### src/hdl/assert_macros.svh
// Assertion macros shared by the RTL.
// Concurrent checks in simulation; they compile to nothing under synthesis.
`ifndef ASSERT_MACROS_SVH
`define ASSERT_MACROS_SVH
`ifndef SYNTHESIS
`define ASSERT_CLK(lbl, clk, rstn, prop) \
	lbl: assert property (@(posedge clk) disable iff (!rstn) (prop)) \
		else $error("assertion failed");
`define ASSERT_NEVER(lbl, clk, rstn, cond) \
	lbl: assert property (@(posedge clk) disable iff (!rstn) !(cond)) \
		else $error("forbidden condition seen");
`else
`define ASSERT_CLK(lbl, clk, rstn, prop)
`define ASSERT_NEVER(lbl, clk, rstn, cond)
`endif
`endif

### src/hdl/cpa_pkg.sv
// Shared types and constants of the Coulomb potential accumulator.
// No dependencies.
package cpa_pkg;
	localparam int IN_W     = 32;
	localparam int ACC_W    = 48;
	localparam int ACC_FRAC = 24;
	localparam int S_W      = 66;
	localparam int D_W      = 33;
	localparam int N_W      = IN_W + ACC_FRAC;
	localparam int EXT_W    = N_W + 2;

	typedef struct packed {
		logic [IN_W-1:0] ax;
		logic [IN_W-1:0] ay;
		logic [IN_W-1:0] az;
		logic [IN_W-1:0] qmag;
		logic            qneg;
		logic            qpos;
		logic            first;
		logic            last;
	} item_t;

	typedef struct packed {
		logic pop;
		logic busy;
	} back_st_t;
endpackage

### src/hdl/cpa_front.sv
// Front end: takes charge beats, forms |dx|,|dy|,|dz| and |q|, queues them.
// Depends on cpa_pkg.
module cpa_front (
	input  logic                         clk,
	input  logic                         arst_n,
	input  logic                         in_valid,
	output logic                         in_ready,
	input  logic signed [31:0]           point_x,
	input  logic signed [31:0]           point_y,
	input  logic signed [31:0]           point_z,
	input  logic signed [31:0]           charge_x,
	input  logic signed [31:0]           charge_y,
	input  logic signed [31:0]           charge_z,
	input  logic signed [31:0]           charge_value,
	input  logic                         first_charge,
	input  logic                         last_charge,
	output logic                         q_valid,
	output cpa_pkg::item_t               q_item,
	input  logic                         q_pop
);
	import cpa_pkg::*;

	item_t       mem_q [2];
	logic        wr_q, rd_q;
	logic [1:0]  cnt_q;
	item_t       item_in;
	logic        push;
	logic signed [IN_W:0] dx, dy, dz;

	assign dx = {charge_x[31], charge_x} - {point_x[31], point_x};
	assign dy = {charge_y[31], charge_y} - {point_y[31], point_y};
	assign dz = {charge_z[31], charge_z} - {point_z[31], point_z};

	always_comb begin
		item_in.ax    = dx[IN_W] ? IN_W'(-dx) : dx[IN_W-1:0];
		item_in.ay    = dy[IN_W] ? IN_W'(-dy) : dy[IN_W-1:0];
		item_in.az    = dz[IN_W] ? IN_W'(-dz) : dz[IN_W-1:0];
		item_in.qmag  = charge_value[31] ? IN_W'(-charge_value) : charge_value;
		item_in.qneg  = charge_value[31];
		item_in.qpos  = !charge_value[31] && (charge_value != '0);
		item_in.first = first_charge;
		item_in.last  = last_charge;
	end

	assign in_ready = (cnt_q != 2'd2);
	assign push     = in_valid && in_ready;
	assign q_valid  = (cnt_q != 2'd0);
	assign q_item   = mem_q[rd_q];

	always_ff @(posedge clk) begin
		if (push) mem_q[wr_q] <= item_in;
	end

	always_ff @(posedge clk or negedge arst_n) begin
		if (!arst_n) begin
			wr_q  <= 1'b0;
			rd_q  <= 1'b0;
			cnt_q <= 2'd0;
		end else begin
			if (push) wr_q <= ~wr_q;
			if (q_pop) rd_q <= ~rd_q;
			cnt_q <= cnt_q + 2'(push) - 2'(q_pop);
		end
	end
endmodule

### src/hdl/cpa_back.sv
// Back end: squares, bit-serial square root and division, saturating sum.
// Depends on cpa_pkg.
module cpa_back (
	input  logic                  clk,
	input  logic                  arst_n,
	input  logic                  q_valid,
	input  cpa_pkg::item_t        q_item,
	output cpa_pkg::back_st_t     st,
	output logic                  out_valid,
	input  logic                  out_ready,
	output logic signed [47:0]    potential,
	output logic                  saturated,
	output logic                  zero_distance
);
	import cpa_pkg::*;

	localparam logic [2:0] ST_IDLE = 3'd0;
	localparam logic [2:0] ST_SQ   = 3'd1;
	localparam logic [2:0] ST_SQRT = 3'd2;
	localparam logic [2:0] ST_DIV  = 3'd3;
	localparam logic [2:0] ST_ACC  = 3'd4;
	localparam logic [5:0] SQRT_LAST = 6'(D_W - 1);
	localparam logic [5:0] DIV_LAST  = 6'(N_W - 1);
	localparam logic signed [EXT_W-1:0] ACC_MAX = EXT_W'((64'sd1 <<< (ACC_W-1)) - 1);
	localparam logic signed [EXT_W-1:0] ACC_MIN = -EXT_W'(64'sd1 <<< (ACC_W-1));

	logic [2:0]        state_q;
	logic [5:0]        cnt_q;
	item_t             it_q;
	logic [63:0]       prod_q;
	logic [S_W-1:0]    s_q;
	logic [D_W+2:0]    rem_q;
	logic [D_W-1:0]    root_q;
	logic [D_W-1:0]    drem_q;
	logic [N_W-1:0]    n_q, quo_q;
	logic              zero_q;
	logic signed [ACC_W-1:0] sum_q;
	logic              ovf_q, coin_q;
	logic              out_valid_q;
	logic signed [ACC_W-1:0] pot_q;
	logic              sat_q, zd_q;

	logic [IN_W-1:0]   mul_a;
	logic [S_W-1:0]    s_sum;
	logic [D_W+2:0]    rem_sh, trial;
	logic [D_W:0]      dsh;
	logic              pop, go;
	logic signed [ACC_W-1:0] base_sum;
	logic              base_ovf;
	logic signed [EXT_W-1:0] s_ext;
	logic signed [ACC_W-1:0] new_sum;
	logic              new_ovf, new_coin;

	always_comb begin
		case (cnt_q[1:0])
			2'd0:    mul_a = it_q.ax;
			2'd1:    mul_a = it_q.ay;
			default: mul_a = it_q.az;
		endcase
	end

	assign s_sum  = s_q + {2'b00, prod_q};
	assign rem_sh = {rem_q[D_W:0], s_q[S_W-1 -: 2]};
	assign trial  = {1'b0, root_q, 2'b01};
	assign dsh    = {drem_q, n_q[N_W-1]};

	// accumulate step; first mark starts from a clean sum
	always_comb begin
		base_sum = it_q.first ? '0 : sum_q;
		base_ovf = it_q.first ? 1'b0 : ovf_q;
		new_coin = (it_q.first ? 1'b0 : coin_q) | zero_q;
		s_ext    = {{(EXT_W-ACC_W){base_sum[ACC_W-1]}}, base_sum};
		if (!zero_q) begin
			if (it_q.qpos) s_ext = s_ext - $signed({2'b00, quo_q});
			else if (it_q.qneg) s_ext = s_ext + $signed({2'b00, quo_q});
		end
		new_ovf = base_ovf;
		if (s_ext > ACC_MAX) begin
			new_sum = ACC_MAX[ACC_W-1:0];
			new_ovf = 1'b1;
		end else if (s_ext < ACC_MIN) begin
			new_sum = ACC_MIN[ACC_W-1:0];
			new_ovf = 1'b1;
		end else begin
			new_sum = s_ext[ACC_W-1:0];
		end
	end

	assign pop = (state_q == ST_IDLE) && q_valid;
	assign go  = (state_q == ST_ACC) && (!it_q.last || !out_valid_q || out_ready);

	always_ff @(posedge clk) begin
		case (state_q)
			ST_IDLE: if (pop) it_q <= q_item;
			ST_SQ: begin
				if (cnt_q != 6'd3) prod_q <= mul_a * mul_a;
				if (cnt_q == 6'd0) begin
					s_q    <= '0;
					zero_q <= 1'b0;
				end else if (cnt_q == 6'd3) begin
					s_q    <= s_sum;
					zero_q <= (s_sum == '0);
					rem_q  <= '0;
					root_q <= '0;
				end else begin
					s_q <= s_sum;
				end
			end
			ST_SQRT: begin
				if (rem_sh >= trial) begin
					rem_q  <= rem_sh - trial;
					root_q <= {root_q[D_W-2:0], 1'b1};
				end else begin
					rem_q  <= rem_sh;
					root_q <= {root_q[D_W-2:0], 1'b0};
				end
				s_q <= s_q << 2;
				if (cnt_q == SQRT_LAST) begin
					n_q    <= {it_q.qmag, ACC_FRAC'(0)};
					drem_q <= '0;
				end
			end
			ST_DIV: begin
				if (dsh >= {1'b0, root_q}) begin
					drem_q <= D_W'(dsh - {1'b0, root_q});
					quo_q  <= {quo_q[N_W-2:0], 1'b1};
				end else begin
					drem_q <= dsh[D_W-1:0];
					quo_q  <= {quo_q[N_W-2:0], 1'b0};
				end
				n_q <= n_q << 1;
			end
			default: ;
		endcase
		if (go && it_q.last) begin
			pot_q <= new_sum;
			sat_q <= new_ovf;
			zd_q  <= new_coin;
		end
	end

	always_ff @(posedge clk or negedge arst_n) begin
		if (!arst_n) begin
			state_q     <= ST_IDLE;
			cnt_q       <= '0;
			sum_q       <= '0;
			ovf_q       <= 1'b0;
			coin_q      <= 1'b0;
			out_valid_q <= 1'b0;
		end else begin
			case (state_q)
				ST_IDLE: if (pop) begin
					state_q <= ST_SQ;
					cnt_q   <= '0;
				end
				ST_SQ: begin
					cnt_q <= cnt_q + 6'd1;
					if (cnt_q == 6'd3) begin
						cnt_q   <= '0;
						state_q <= (s_sum == '0) ? ST_ACC : ST_SQRT;
					end
				end
				ST_SQRT: begin
					cnt_q <= cnt_q + 6'd1;
					if (cnt_q == SQRT_LAST) begin
						cnt_q   <= '0;
						state_q <= ST_DIV;
					end
				end
				ST_DIV: begin
					cnt_q <= cnt_q + 6'd1;
					if (cnt_q == DIV_LAST) state_q <= ST_ACC;
				end
				ST_ACC: if (go) begin
					sum_q   <= new_sum;
					ovf_q   <= new_ovf;
					coin_q  <= new_coin;
					state_q <= ST_IDLE;
				end
				default: state_q <= ST_IDLE;
			endcase
			if (go && it_q.last) out_valid_q <= 1'b1;
			else if (out_ready) out_valid_q <= 1'b0;
		end
	end

	assign st.pop        = pop;
	assign st.busy       = (state_q != ST_IDLE);
	assign out_valid     = out_valid_q;
	assign potential     = pot_q;
	assign saturated     = sat_q;
	assign zero_distance = zd_q;
endmodule

### src/hdl/coulomb_potential_accumulator_top.sv
// Coulomb potential accumulator: one charge per beat, a two-deep queue between
// the front end and a bit-serial back end. Each charge with a nonzero distance
// passes in the back end through the squares, the square root, the division, the
// sum and the fetch of the next charge, with the root and divide one bit a cycle;
// a coincident charge skips the root and divide. The front keeps accepting
// until two charges wait.
`include "assert_macros.svh"
module coulomb_potential_accumulator_top (
	input  logic                clk,
	input  logic                arst_n,
	input  logic                in_valid,
	output logic                in_ready,
	input  logic signed [31:0]  point_x,
	input  logic signed [31:0]  point_y,
	input  logic signed [31:0]  point_z,
	input  logic signed [31:0]  charge_x,
	input  logic signed [31:0]  charge_y,
	input  logic signed [31:0]  charge_z,
	input  logic signed [31:0]  charge_value,
	input  logic                first_charge,
	input  logic                last_charge,
	output logic                out_valid,
	input  logic                out_ready,
	output logic signed [47:0]  potential,
	output logic                saturated,
	output logic                zero_distance
);
	import cpa_pkg::*;

	logic     q_valid;
	item_t    q_item;
	back_st_t st;

	cpa_front u_front (
		.clk, .arst_n, .in_valid, .in_ready,
		.point_x, .point_y, .point_z,
		.charge_x, .charge_y, .charge_z, .charge_value,
		.first_charge, .last_charge,
		.q_valid, .q_item, .q_pop(st.pop)
	);

	cpa_back u_back (
		.clk, .arst_n, .q_valid, .q_item, .st,
		.out_valid, .out_ready, .potential, .saturated, .zero_distance
	);

	`ASSERT_NEVER(a_pop_empty, clk, arst_n, st.pop && !q_valid)
	`ASSERT_CLK(a_empty_ready, clk, arst_n, !q_valid |-> in_ready)
	`ASSERT_CLK(a_pop_busy, clk, arst_n, st.pop |=> st.busy)
endmodule

### config.mk
export PLATFORM = sky130hd
export DESIGN_NAME = coulomb_potential_accumulator_top
export DESIGN_NICKNAME = d
export VERILOG_FILES = /design/src/hdl/cpa_pkg.sv /design/src/hdl/cpa_front.sv /design/src/hdl/cpa_back.sv /design/src/hdl/coulomb_potential_accumulator_top.sv
export VERILOG_INCLUDE_DIRS = /design/src /design/src/hdl
export SDC_FILE = /design/constraint.sdc
export NUM_CORES = 2
export LEC_CHECK = 0
export ABC_AREA = 1
export ABC_CLOCK_PERIOD_IN_PS = 9800
export BUFFER_PORTS_ARGS = -buffer_cell sky130_fd_sc_hd__buf_4
export CORE_MARGIN = 2
export CORE_UTILIZATION = 45
export CTS_BUF_LIST = sky130_fd_sc_hd__clkbuf_8
export DETAILED_ROUTE_END_ITERATION = 8
export SYNTH_ARGS = -nofsm -noshare
export SYNTH_HDL_FRONTEND = slang
export SYNTH_SLANG_ARGS = --single-unit
### constraint.sdc
create_clock -name clk -period 9.8 [get_ports clk]
set_clock_uncertainty 0.2 [all_clocks]
set_input_delay 1.47 -clock clk [delete_from_list [all_inputs] [get_ports clk]]
set_output_delay 1.47 -clock clk [all_outputs]
set_load 0.01 [all_outputs]
## After elaboration in Yosys (flattened, before gate mapping)

Memory sizes are Yosys's and may differ from the RTL's. A register that Yosys moved wholly into a read port is not among the register bits.
Cells that the tools add are included.

- Register bits after elaboration: 457
- Latch bits: 0
- RAM bits: 264
- ROM bits: 0
- Input port bits: 230
- Logic and storage cells: 136
- Memories kept: 1

- $add $sub $neg: 15
- Multiply operators: 1
- Divide/modulo/power cells: 0
- Magnitude comparators: 4
- Eq/ne operators: 16
- Shift operators: 0
- Multiplexer cells: 47
- Bitwise operators: 3
- Reductions and logical operators: 29

Memory list:

| name | depth | bits a word | read ports | clocked after Yosys merged registers in | wr ports | line | RTL |
|---|---|---|---|---|---|---|---|
| u_front.mem_q | 2 | 132 | 1 | 1 | 1 | cpa_front.sv:23 | `item_t mem_q [2];` |

Operator list:

| operator | number |
|---|---|
| $mux 58 | 3 |
| $mux 48 | 3 |
| $mux 33 | 4 |
| $pmux 33 s2 | 2 |
| $pmux 66 s2 | 1 |
| $mux 32 | 4 |
| $neg 32->32 | 4 |
| $pmux 56 s2 | 1 |
| $mux 34 | 3 |
| $sub 32x32->33 | 3 |
| $pmux 34 s2 | 1 |
| $add 66x64->66 | 1 |
| $logic_not 66->1 | 1 |
| $mux 66 | 1 |
| $mul 32x32->64 | 1 |
| $pmux 32 s2 | 1 |
| $add 48x57->58 | 1 |
| $gt 58x48->1 const B | 1 |
| $lt 58x48->1 const B | 1 |
| $sub 48x57->58 | 1 |
| $mux 56 | 1 |
| $ge 36x35->1 | 1 |
| $ge 34x33->1 | 1 |
| $sub 34x34->34 | 1 |
| other kinds (32) | 73 |

## Logic depth before layout (Yosys ltp)

- Word-level depth: 8
- Depth in mapped cells: 42
- Gate-level depth less buffers: 38

## Cells and area by module

From an unflattened synthesis, not the netlist that was laid out.

- Cell total of the unflattened synthesis: 11806
- Area total of the unflattened synthesis: 91421.4 sq um

Modules (own cells, without submodules):

| module | times used | cells each | area each (sq um) | sequential area each (sq um) |
|---|---|---|---|---|
| cpa_back | 1 | 9064 | 70660.3 | 16515.8 |
| cpa_front | 1 | 2742 | 20761.2 | 8027.7 |

## Worst setup path before layout

Ideal clock, no wire load.

- Kind: flip-flop to flip-flop
- Start: register u_back.cnt_q[0]
- End: register u_back.prod_q[60], data pin
- Setup time: 0.262 ns
- Data arrival time: 8.191 ns
- Data required time: 9.338 ns
- Slack: 1.147 ns
- Cell stages (with the launch flop): 33
- Buffers on the path: 4
- Path through: dfrtp_1 > inv_1 > ha_1 > clkbuf_1 > nor2_1 > clkbuf_1 > clkbuf_1 > nand2_1 > nand3_1 > clkbuf_1 > nand2_1 > fa_1 > fa_1 > inv_1 > fa_1 > inv_1 > fa_1 > inv_1 > fa_1 > fa_1 > fa_1 > fa_1 > ha_1 > nand2_1 > nor2_1 > inv_1 > nor4_1 > a21oi_1 > o21ai_0 > a21oi_1 > o21bai_1 > a21oi_1 > xor2_1

- Cells in the longest elaborated chain, start to end: 3
- Elaborated cells on any way between the ends: 4
- Those cells by class: mul: 1; eq/ne: 1; mux: 1; reduce/logical: 1

Ends and longest elaborated chain:

| item | line | RTL |
|---|---|---|
| start: declaration | cpa_back.sv:28 | `logic [5:0] cnt_q;` |
| start signal: assignment | cpa_back.sv:157 | `cnt_q <= cnt_q + 6'd1;` |
| start signal: assignment | cpa_back.sv:164 | `cnt_q <= cnt_q + 6'd1;` |
| start signal: assignment | cpa_back.sv:171 | `cnt_q <= cnt_q + 6'd1;` |
| $eq 2x1->1 or $logic_not 2->1 (tied branches) | cpa_back.sv:55 | `case (cnt_q[1:0])` |
| $pmux 32 s2 * | cpa_back.sv:55 |  |
| $mul 32x32->64 * | cpa_back.sv:96 | `if (cnt_q != 6'd3) prod_q <= mul_a * mul_a;` |
| end signal: assignment | cpa_back.sv:96 |  |
| end: declaration | cpa_back.sv:30 | `logic [63:0] prod_q;` |

Mark *: on every way between the ends. The rest lies on a longest branch, timed or not.
A chain may end at the register's enable or synchronous reset.

## Final worst setup path

- Start: register u_back.cnt_q[0]
- End: register u_back.prod_q[61], data pin

Same word-level chain as after synthesis.

==> run summary <==
=================================================================================
Dominant synthesized flop cell ..................................... sky130_fd_sc_hd__edfxtp_1
Largest net degree at the start of global routing ..................          134
Die Y-Extent .......................................................       450 um
Number of hold-repair buffers added at the cts stage ...............            0
Total negative slack ...............................................         0 ns
Final period util ..................................................        0.960
Total via count in the routed design ...............................       75,476
Layout cells sized above 1 .........................................       0.0609
Area of the core ................................................... 197,000 sq um
H-Tree Depth .......................................................            4
Slew Viols, Final ..................................................            0
Row Count ..........................................................          163
Source-to-sink clock delay at the later pin of the worst-skew pair .      0.93 ns
Min Tclk post-route ................................................      9.41 ns
Remaining design rule violation count ..............................            0
Layout Cells excl Fill .............................................       14,551
Synth-to-Final Area Change .........................................        9.46%
Slowest stage cell, crit path ...................................... sky130_fd_sc_hd__fa_1
Unrepaired setup endpoints after global routing ....................           no
Total global-route track usage .....................................        0.284
Path class of the lowest-slack min-delay path ...................... flip-flop to flip-flop
Timing endpoint of the critical path ............................... u_back.prod_q[61]
Antenna viol nets, final ...........................................            0
TritonCTS clock tree ...............................................        built
Nets ...............................................................       13,446
Number of CTS-inserted buffers .....................................          150
Share of the synthesized area in the top cell type .................        0.257
Synth top area cells ............................................... sky130_fd_sc_hd__edfxtp_1, sky130_fd_sc_hd__fa_1, sky130_fd_sc_hd__nand2_1
EDFF count, synth ..................................................          764
Count of state elements after synthesis ............................          828
Arrival time reported for the critical path endpoint ...............      9.84 ns
Number of hold violations in the final report ......................            0
Syn Nets ...........................................................       13,165
Cell type with the largest total area after synthesis .............. sky130_fd_sc_hd__edfxtp_1
Worst ir drop on vdd ...............................................     0.107 mV
Final wirelength ...................................................   289,000 um
Most common library cells after synthesis .......................... sky130_fd_sc_hd__nand2_1, sky130_fd_sc_hd__inv_1, sky130_fd_sc_hd__nor2_1
Synthesized instance count .........................................       11,492
Post-placement worst setup slack ...................................    0.0557 ns
Inst Count DP ......................................................       14,250
Routed via count divided by cell count .............................         5.19
Crit Reg-Reg Startpoint ............................................ u_back.cnt_q[0]
Final core utilization .............................................        0.496
Maximum net fanout on the critical path ............................           25
Number of top-level pins ...........................................          282
Remaining Overflow, GRT ............................................            0
Iteration-0 DRC Markers ............................................        5,920
Initial Util .......................................................        0.453
Die span in x ......................................................       450 um
Critical path capture point type ...................................    flip-flop
Number of clock sinks seen by CTS ..................................          828
Yosys warnings .....................................................            0
Critical path data required time ...................................     10.23 ns
Run status ......................................................... finished, final reports clean
First-pass GRT wire length .........................................   445,000 um
Clock Root Buffer .................................................. sky130_fd_sc_hd__clkbuf_8
Total standard cell area after synthesis ........................... 89,300 sq um
Max Clk Rate .......................................................    0.106 GHz
Worst slew pin tran ................................................      1.27 ns
Pwr per Cell Area .................................................. 84.0 nW/um^2
Reported leakage power .............................................      50.1 nW
End of the worst register-to-register path ......................... u_back.prod_q[61]
Clock-pin transition on the worst setup and hold timing paths ......      0.06 ns
Number of antenna violations at the first check in global routing ..           11
Headroom to the max-slew limit .....................................        0.156
R2R Setup Slk ......................................................      0.39 ns
Post-layout worst setup margin .....................................     0.394 ns
Setup Crit Path Kind ............................................... flip-flop to flip-flop
Cell count of the worst reg-to-reg path ............................           32
Register area share after synthesis ................................        0.275
Estimated wirelength of the detail-placed design ...................   236,000 um
Routed wire length per instance ....................................      19.9 um
Count of TritonRoute iterations in the first routing pass ..........            8
Type of origin of the critical path ................................    flip-flop
Vias in the first global route .....................................       76,001
Global placement routability congestion ............................        0.994
Source of the critical timing path ................................. u_back.cnt_q[0]
Hold slack .........................................................     0.264 ns
Die Area ........................................................... 202,000 sq um
Count of distinct cell types in the synthesized netlist ............           60
Setup violations, final ............................................            0
Cell with the most instances after synthesis ....................... sky130_fd_sc_hd__nand2_1
Delay contributed by the slowest stage of the critical path ........      0.56 ns
Reported max-cap violation count ...................................            0
Deepest clock path buffer count ....................................            3
Number of port buffers .............................................          281
Share of synthesized registers carrying an async set or reset ......       0.0773
Average instance area after synthesis ..............................   7.77 sq um
=================================================================================
[per-stage QoR]
step	power (mW)	cell area, sq um
5_1_grt	8.59	97800
3_5_place_dp	5.03	94700
2_1_floorplan	4.66	89300
4_1_cts	8.31	97600
6_report	8.22	97800
3_3_place_gp	5.01	94700
[cell type report]
| class | count | area [sq um] |
|---|---|---|
| diodes | 13 | 32.5 |
| repair buffers | 405 | 3190 |
| well taps | 2640 | 3300 |
| clock buffers | 157 | 2160 |
| flip-flops and latches | 828 | 24500 |
| fillers | 19585 | 99400 |
| inverters | 2420 | 9110 |
| multi-input cells | 7968 | 54700 |
| clock inverters | 120 | 758 |
[cells by family (layout without fill, tap and decap cells)]
group                    after synthesis  after routing  share of synthesized area
AO/OA/AOI/OAI                       1484           1484                     0.0922
adder cells (fa/ha/maj)             1444           1444                      0.270
flip-flops                           828            828                      0.275
XOR/XNOR                             426            426                     0.0419
multiplexers                           1              1                   0.000126
AND/OR/NAND/NOR                     4613           4613                      0.207
other                                  0             13                          0
buffers and inverters               2696           3102                      0.115
[per-layer routing]
| layer | vias to the layer above | part of all wire | GRT usage | wire (um) |
|---|---|---|---|---|
| met5 | - | 0 | 0 | 0 |
| met4 | 0 | 0.028 | 0.0772 | 7950 |
| met3 | 380 | 0.058 | 0.0383 | 16700 |
| met2 | 2123 | 0.46 | 0.456 | 132000 |
| met1 | 36468 | 0.46 | 0.401 | 132000 |
| li1 | 36505 | - | - | - |
[where the power goes]
| group | internal [mW] | switching, mW | leakage (nW) | total (mW) |
|---|---|---|---|---|
| Sequential | 3.91 | 0.000172 | 7.76 | 3.91 |
| Combinational | 0.335 | 0.720 | 40.7 | 1.06 |
| Clock | 1.67 | 1.59 | 1.67 | 3.25 |
| Total | 5.91 | 2.31 | 50.1 | 8.22 |
[layout by cell type (no fill, tap or decap), types with 9 or more instances in the layout]
cell and instances:
sky130_fd_sc_hd__o21bai_1 63, sky130_fd_sc_hd__a31o_2 10, sky130_fd_sc_hd__o22ai_1 16, sky130_fd_sc_hd__o21ai_0 498, sky130_fd_sc_hd__buf_12 11, sky130_fd_sc_hd__clkinv_1 39
sky130_fd_sc_hd__nand4_1 91, sky130_fd_sc_hd__o211ai_1 24, sky130_fd_sc_hd__nor2_1 837, sky130_fd_sc_hd__diode_2 13, sky130_fd_sc_hd__dfrtp_1 63, sky130_fd_sc_hd__a21o_1 33
sky130_fd_sc_hd__nor4_1 30, sky130_fd_sc_hd__a21oi_2 11, sky130_fd_sc_hd__nor3_1 105, sky130_fd_sc_hd__buf_4 391, sky130_fd_sc_hd__a21boi_0 16, sky130_fd_sc_hd__o21a_1 21
sky130_fd_sc_hd__or2_2 9, sky130_fd_sc_hd__nand3b_1 27, sky130_fd_sc_hd__nand3_1 307, sky130_fd_sc_hd__a22o_1 30, sky130_fd_sc_hd__ha_1 639, sky130_fd_sc_hd__clkbuf_8 157
sky130_fd_sc_hd__a21oi_1 636, sky130_fd_sc_hd__nand2_1 3123, sky130_fd_sc_hd__clkinv_2 13, sky130_fd_sc_hd__xnor2_1 141, sky130_fd_sc_hd__inv_1 2437, sky130_fd_sc_hd__nor2_2 18
sky130_fd_sc_hd__o21ai_1 16, sky130_fd_sc_hd__inv_2 22, sky130_fd_sc_hd__a31oi_1 55, sky130_fd_sc_hd__nand2_2 30, sky130_fd_sc_hd__clkinvlp_4 9, sky130_fd_sc_hd__xor2_1 284
sky130_fd_sc_hd__edfxtp_1 764, sky130_fd_sc_hd__fa_1 803
[sequential cells by signal, indices dropped and copies added (netlist names), 2 cells and up]
register / flops
u_back.prod_q: 63
u_back.quo_q: 56
u_back.s_q: 66
u_back.root_q: 33
u_front.cnt_q: 2
u_back.sum_q: 48
u_back.n_q: 32
u_back.state_q: 3
u_back.rem_q: 34
u_front.mem_q: 264
u_back.potential: 48
u_back.drem_q: 33
u_back.it_q: 132
u_back.cnt_q: 6
[how the worst min path moves through the flow]
stage,slack (ns),end,cells past startpoint,start
floorplan,0.25,u_back.sum_q[32],2,u_back.sum_q[32]
detailed placement,0.27,u_back.sum_q[18],2,u_back.sum_q[18]
global route,0.28,u_back.quo_q[42],0,u_back.quo_q[41]
CTS,0.24,u_back.cnt_q[5],1,arst_n
global placement,0.26,u_back.ovf_q,2,u_back.ovf_q
finish,0.26,u_back.quo_q[42],0,u_back.quo_q[41]
[critical path, delay by kind of cell, from the launching register on]
kind / cells / cell delay (ns)
AO/OA/AOI/OAI: 3 / 0.62
adder cells (fa/ha/maj): 10 / 4.61
buffers and inverters: 6 / 1.01
flip-flops: 1 / 0.40
AND/OR/NAND/NOR: 13 / 2.29
[what timing repair did]
item / 4_1_cts / 5_1_grt
setup buffers: 0 / 11
endpoints found under the setup margin: 0 / 24
gates resized for setup: 0 / 26
Note: power is estimated with default switching activity, not from simulation.
